[config.mk]
export PLATFORM = sky130hd
export DESIGN_NAME = mpwa_control
export DESIGN_NICKNAME = d
export VERILOG_FILES = /design/src/rtl/mpwa_pkg.sv /design/src/rtl/mpwa_control.sv
export SDC_FILE = /design/constraint.sdc
export NUM_CORES = 1
export LEC_CHECK = 0
export ABC_AREA = 1
export BUFFER_PORTS_ARGS = -buffer_cell sky130_fd_sc_hd__buf_2
export CAP_MARGIN = 20
export CORE_AREA = 2 2 39 41
export DETAILED_ROUTE_END_ITERATION = 10
export DIE_AREA = 0 0 41 43
export GPL_ROUTABILITY_DRIVEN = 0
export SETUP_SLACK_MARGIN = 0.15
export SLEW_MARGIN = 20
export SYNTH_ARGS = -nofsm -noshare
export SYNTH_HDL_FRONTEND = slang
export SYNTH_SLANG_ARGS = --single-unit
[constraint.sdc]
create_clock -name clock -period 1.1 [get_ports clock]
set_input_delay 0.11 -clock clock [delete_from_list [all_inputs] [get_ports clock]]
set_output_delay 0.11 -clock clock [all_outputs]
set_load 0.005 [all_outputs]
[src/rtl/mpwa_pkg.sv]
package mpwa_pkg;

   localparam int VALUE_BITS   = 16;
   localparam int MAX_CHANNELS_DEF = 16;
   localparam int MAX_ROWS_DEF     = 32;
   localparam int MAX_COLS_DEF     = 32;
   localparam int MAX_WINDOW_DEF   = 8;

   // signed working width for window coordinates (row - padding + offset)
   localparam int COORD_BITS = 9;

   localparam int CSR_INDEX_BITS = 3;
   localparam int CSR_DATA_BITS  = 6;

   localparam logic [CSR_INDEX_BITS-1:0] CSR_WIN_SIDE      = 3'd0;
   localparam logic [CSR_INDEX_BITS-1:0] CSR_PADDING       = 3'd1;
   localparam logic [CSR_INDEX_BITS-1:0] CSR_ROWS_USED     = 3'd2;
   localparam logic [CSR_INDEX_BITS-1:0] CSR_COLS_USED     = 3'd3;
   localparam logic [CSR_INDEX_BITS-1:0] CSR_CHANNELS_USED = 3'd4;

   localparam logic KIND_WRITE = 1'b0;
   localparam logic KIND_QUERY = 1'b1;

   localparam logic STATUS_OK    = 1'b0;
   localparam logic STATUS_RANGE = 1'b1;

   typedef struct packed {
      logic                         kind;
      logic [3:0]                   channel;
      logic [5:0]                   row;
      logic [5:0]                   col;
      logic signed [VALUE_BITS-1:0] value;
   } req_type;

   typedef struct packed {
      logic signed [VALUE_BITS-1:0] max_value;
      logic [4:0]                   max_row;
      logic [4:0]                   max_col;
      logic                         status;
   } rsp_type;

   typedef struct packed {
      logic write;   // store the element on the request word
      logic start;   // latch a query and clear the running maximum
      logic scan;    // read one window cell and advance the offsets
      logic load;    // move the result into the output register
   } cmd_type;

   typedef struct packed {
      logic query_bad;  // query on the request word lies outside the output or the used channels
      logic last;       // offsets sit on the final window cell
   } stat_type;

endpackage

[src/rtl/mpwa_control.sv]
module mpwa_control (
   input  logic                 clock,
   input  logic                 reset,
   input  logic                 req_valid,
   input  logic                 req_kind,
   output logic                 req_stall,
   output logic                 rsp_valid,
   input  logic                 rsp_stall,
   input  mpwa_pkg::stat_type   stat,
   output mpwa_pkg::cmd_type    cmd
);
   import mpwa_pkg::*;

   typedef enum logic [1:0] {
      ST_IDLE,
      ST_SCAN,
      ST_DRAIN,
      ST_DONE
   } state_type;

   state_type state_ff;
   state_type state_in;
   logic      rsp_valid_ff;
   logic      rsp_valid_in;
   logic      idle;

   assign idle      = (state_ff == ST_IDLE);
   assign req_stall = !idle;
   assign rsp_valid = rsp_valid_ff;

   always_comb begin
      cmd.write = idle && req_valid && (req_kind == KIND_WRITE);
      cmd.start = idle && req_valid && (req_kind == KIND_QUERY);
      cmd.scan  = (state_ff == ST_SCAN);
      // the result register frees up as the waiting word is taken
      cmd.load  = (state_ff == ST_DONE) && (!rsp_valid_ff || !rsp_stall);
   end

   always_comb begin
      state_in = state_ff;
      case (state_ff)
         ST_IDLE: begin
            if (cmd.start) begin
               state_in = stat.query_bad ? ST_DONE : ST_SCAN;
            end
         end
         ST_SCAN: begin
            if (stat.last) begin
               state_in = ST_DRAIN;
            end
         end
         ST_DRAIN: state_in = ST_DONE;
         ST_DONE: begin
            if (cmd.load) begin
               state_in = ST_IDLE;
            end
         end
         default: state_in = ST_IDLE;
      endcase
      if (cmd.load) begin
         rsp_valid_in = 1'b1;
      end else if (!rsp_stall) begin
         rsp_valid_in = 1'b0;
      end else begin
         rsp_valid_in = rsp_valid_ff;
      end
   end

   always_ff @(posedge clock) begin
      if (reset) begin
         state_ff     <= ST_IDLE;
         rsp_valid_ff <= 1'b0;
      end else begin
         state_ff     <= state_in;
         rsp_valid_ff <= rsp_valid_in;
      end
   end

`ifndef SYNTHESIS
   a_cmd_onehot: assert property (@(posedge clock) disable iff (reset)
      $onehot0({cmd.write, cmd.start, cmd.scan, cmd.load}))
      else $error("more than one datapath command at once");

   a_load_shows: assert property (@(posedge clock) disable iff (reset)
      cmd.load |=> (rsp_valid && state_ff == ST_IDLE))
      else $error("loaded result not presented");

   a_scan_holds: assert property (@(posedge clock) disable iff (reset)
      (state_ff == ST_SCAN && !stat.last) |=> (state_ff == ST_SCAN))
      else $error("window scan left early");

   a_drain_done: assert property (@(posedge clock) disable iff (reset)
      (state_ff == ST_DRAIN) |=> (state_ff == ST_DONE && !req_stall == 1'b0))
      else $error("drain not followed by result stage");
`endif

endmodule
# Word-level counts from Yosys, hierarchy flattened
# Index checks and enable logic that the tools add are counted.
dict set report totals {
  ff_bits 3
  input_bits 7
  out_inout_bits 6
}
dict set report op_classes {
  reduce_logical 10
  mux 7
  n_eq_ne 7
  bitwise_logic 1
}
# op n
set op_table {}
lappend op_table {{$mux W2} 4}
lappend op_table {{$pmux W2 S4} 1}
lappend op_table {{$ne A2 B2 Y1 const B} 3}
lappend op_table {{$eq A2 B2 Y1 const B} 2}
lappend op_table {{$logic_and A1 B1 Y1} 4}
lappend op_table {{$logic_not A1 Y1} 3}
lappend op_table {{$reduce_and A3 Y1} 1}
lappend op_table {{$eq A2 B1 Y1 const B} 1}
lappend op_table {{$logic_not A2 Y1} 1}
lappend op_table {{$mux W1} 2}
lappend op_table {{$ne A2 B1 Y1 const B} 1}
lappend op_table {{$logic_or A1 B1 Y1} 1}
lappend op_table {{$not A1 Y1} 1}

# Depth between registers and ports, before layout
dict set report depth {
  word_depth 5
  mapped_depth 8
  ltp_nobuf 8
}

# Worst setup path before layout
# Ideal clock, no wire load.
dict set report synth_timing {
  path_type {register to register}
  start {reg state_ff[0]}
  end {reg state_ff[1]}
  setup_time_ps 113
  synth_period_minus_slack_ps 1132
  stages_incl_launch_ff 9
  arrival_ps 1019
  slack_ps -32
  cell_sequence {dfxtp_1 -> inv_1 -> ha_1 -> inv_1 -> nor2_1 -> a21oi_1 -> nand2_1 -> nand2_1 -> nor2_1}
}
dict set report synth_between {
  elab_chain_len 5
  elab_cells_between_ends 12
  cone_classes {6 x eq/ne; 1 x mux; 5 x reduce/logical}
}
# item line
set synth_rtl {}
lappend synth_rtl {{from (decl)} mpwa_control.sv:21} ;# state_type state_ff;
lappend synth_rtl {{from (signal assigned)} mpwa_control.sv:74} ;# state_ff <= state_in;
lappend synth_rtl {{$logic_not A2 Y1} {mpwa_control.sv:27, mpwa_control.sv:41}}
lappend synth_rtl {{$logic_and A1 B1 Y1 (2 in series)} mpwa_control.sv:33} ;# cmd.start = idle && req_valid && (req_kind == KIND_QUERY);
lappend synth_rtl {{$ne A2 B2 Y1 (no line)} n/a}
lappend synth_rtl {{$reduce_and A3 Y1 (no line)} n/a}
# Several ways; a longest one is shown, not always the timed one.
# A chain may end at the register's enable or synchronous reset.

==> reports/metrics.yaml <==
outcome:
  status: "finished, violations left"
  violations: "negative setup slack"
layout:
  mostFrequentLayoutCells: "12 x buf_2, 8 x nor2_1, 5 x inv_1, 5 x nand2_1"
  num_antenna_cells: 0
  syn_to_final_growth_pct: 62.7
  nNetsFinal: 69
  final_layout_size_suffix_gt1_frac: 0.554
  final_common_cell: "buf_2"
pwr:
  p_clk_frac: 0.204
  power.internal_uw: 546
  finalPower_uw: 904
  p_sw_frac: 0.396
  combPwrFrac: 0.562
  power.share.sequential: 0.234
  p_leak_uw: 0.000220
  p_switching_uw: 358
  p_per_area_nw_per_um2: 2180
  vdd_drop_max_uv: 504
timing:
  final-hold-violation-count: 0
  tightest_slew_ps: 150
  finalSetupViolations: 3
  fin_ws_ps: -31.8
  whs_ps: 56.5
  clock_skew_ps: 1.62
  fin_crit_sh: 1.03
  relSlewSlack: 0.900
  setup_tns_ps: -84.5
  rsz0062_at_grt: "true"
  period_needed_ps: 1130
  max_freq_mhz: 884
  timing.final.max_slew_violations: 0
floorplan:
  ioPinCount: 13
  die_w_um: 41
  die_area_um2: 1760
  die_y_um: 43
  initial_core_util: 0.184
  row_count: 14
  core_area_um2: 1380
synthesis:
  ys_seq_area_frac: 0.235
  synth_cell_types: 11
  synth.cell_area_um2: 255
  synth-seq-cells: 3
  avgSynthCellArea_um2: 6.54
  yosysWarnings: 0
  synthesis.nets: 51
  syn_inst: 39
critical_path:
  cp-start-kind: "flip-flop"
  cp_max_fo: 4
  worstSetupPathType: "reg2out"
  worstPathArrival_ps: 1020
  endpoint_kind: "primary output"
  cp_data_required_time_ps: 990
clock_tree:
  clk_pin_slew_worst_paths_ps: 30
  htreeDepth: 1
  post-cts-setup-buffers: 0
  cts_buffers: 3
  clk_latency_ps: 230
  clkSinkCount: 3
  ctsHoldBuffers: 0
  cts_tree: "built"
  root_buffer: "clkbuf_4"
  clk_path_buf_depth: 2
placed_design:
  port_buffers: 12
  dp_hpwl_um: 405
grt:
  antenna_found_initial: 0
  grt_usage: 0.0701
  grt_pass1_wl_um: 855
  grt_max_degree: 5
  grt_pass1_vias: 238
  gr-total-overflow: 0
drt:
  drtAntennaViolNets: 0
  drc_errors: 0
  via_per_inst: 3.82
  drtIter0Drc: 2
  wl_per_cell_um: 7.08
  routed_wl_um: 510
  vias: 275
  first_pass_iters: 2
hold_path:
  hp-class: "in2reg"
job:
  cap_viol_max_count: 0
[cell type report]
type | instances | area, um^2
clock buffer | 4 | 26.3
tap | 16 | 20.0
inverter | 8 | 35.0
sequential | 3 | 67.6
multi-input combinational | 27 | 191
fill | 167 | 968
timing repair buffer | 14 | 75.1
[registers in the layout (all words and copies together) (netlist names)]
register	flops
rsp_valid	1
state_ff	2
[Yosys cell counts (all sizes together)]
library cell  instances  area share
a21oi                 4       0.093
buf                   1       0.029
dfxtp                 3        0.24
ha                    5        0.25
inv                   8        0.12
nand2                 8        0.12
nand3                 1       0.020
nor2                  9        0.14
[metrics by stage]
step / util / std cells / instance area (um^2) / worst slack [ps]
final: 0.300 / 72 / 415 / -31.8
after global routing: 0.300 / 72 / 415 / -111
after CTS: 0.290 / 72 / 402 / -45.9
after detailed placement: 0.253 / 68 / 350 / -27.6
after global placement: 0.253 / 68 / 350 / -27.6
after floorplan: - / 39 / 263 / 39.9
[power groups by stage]
stage	logic (uW)	registers [uW]	clock network, uW
after floorplan	297	186	0
after global placement	439	190	0
after detailed placement	438	193	0
after CTS	502	202	196
after global routing	591	218	212
final	508	212	185
[kinds of logic (layout without fill, tap and decap cells)]
family	count (synthesis)	after routing	share of synthesized area
AND/OR/NAND/NOR	18	18	0.279
buffers and inverters	9	26	0.147
adder cells (fa/ha/maj)	5	5	0.245
AO/OA/AOI/OAI	4	4	0.0931
flip-flops	3	3	0.235
[what timing repair did]
action	CTS	global route
gates resized for setup	6	5
endpoints found under the setup margin	7	7
pin swaps	2	0
[routing by layer]
layer | vias up | GRT usage | part of all wire
li1 | 149 | - | -
met1 | 120 | 0.0671 | 0.42
met2 | 6 | 0.125 | 0.53
met3 | 0 | 0.0314 | 0.047
met4 | 0 | 0.0200 | 0
met5 | - | 0 | 0
[worst max-delay path, cell delays in order, from the launching register on]
cell     delay (ps)
dfxtp_4         370
ha_2            180
inv_1            50
a21oi_2          80
buf_2           110
[worst paths after layout]
path	end	startpoint	cells after the start	slack (ps)
hold / removal	rsp_valid	reset	2	60
setup reg to reg	state_ff[1]	state_ff[1]	8	40
setup / recovery	cmd[0]	state_ff[0]	4	-30
hold reg to reg	rsp_valid	rsp_valid	2	480
No activity file was read; power rests on OpenSTA's default activity.
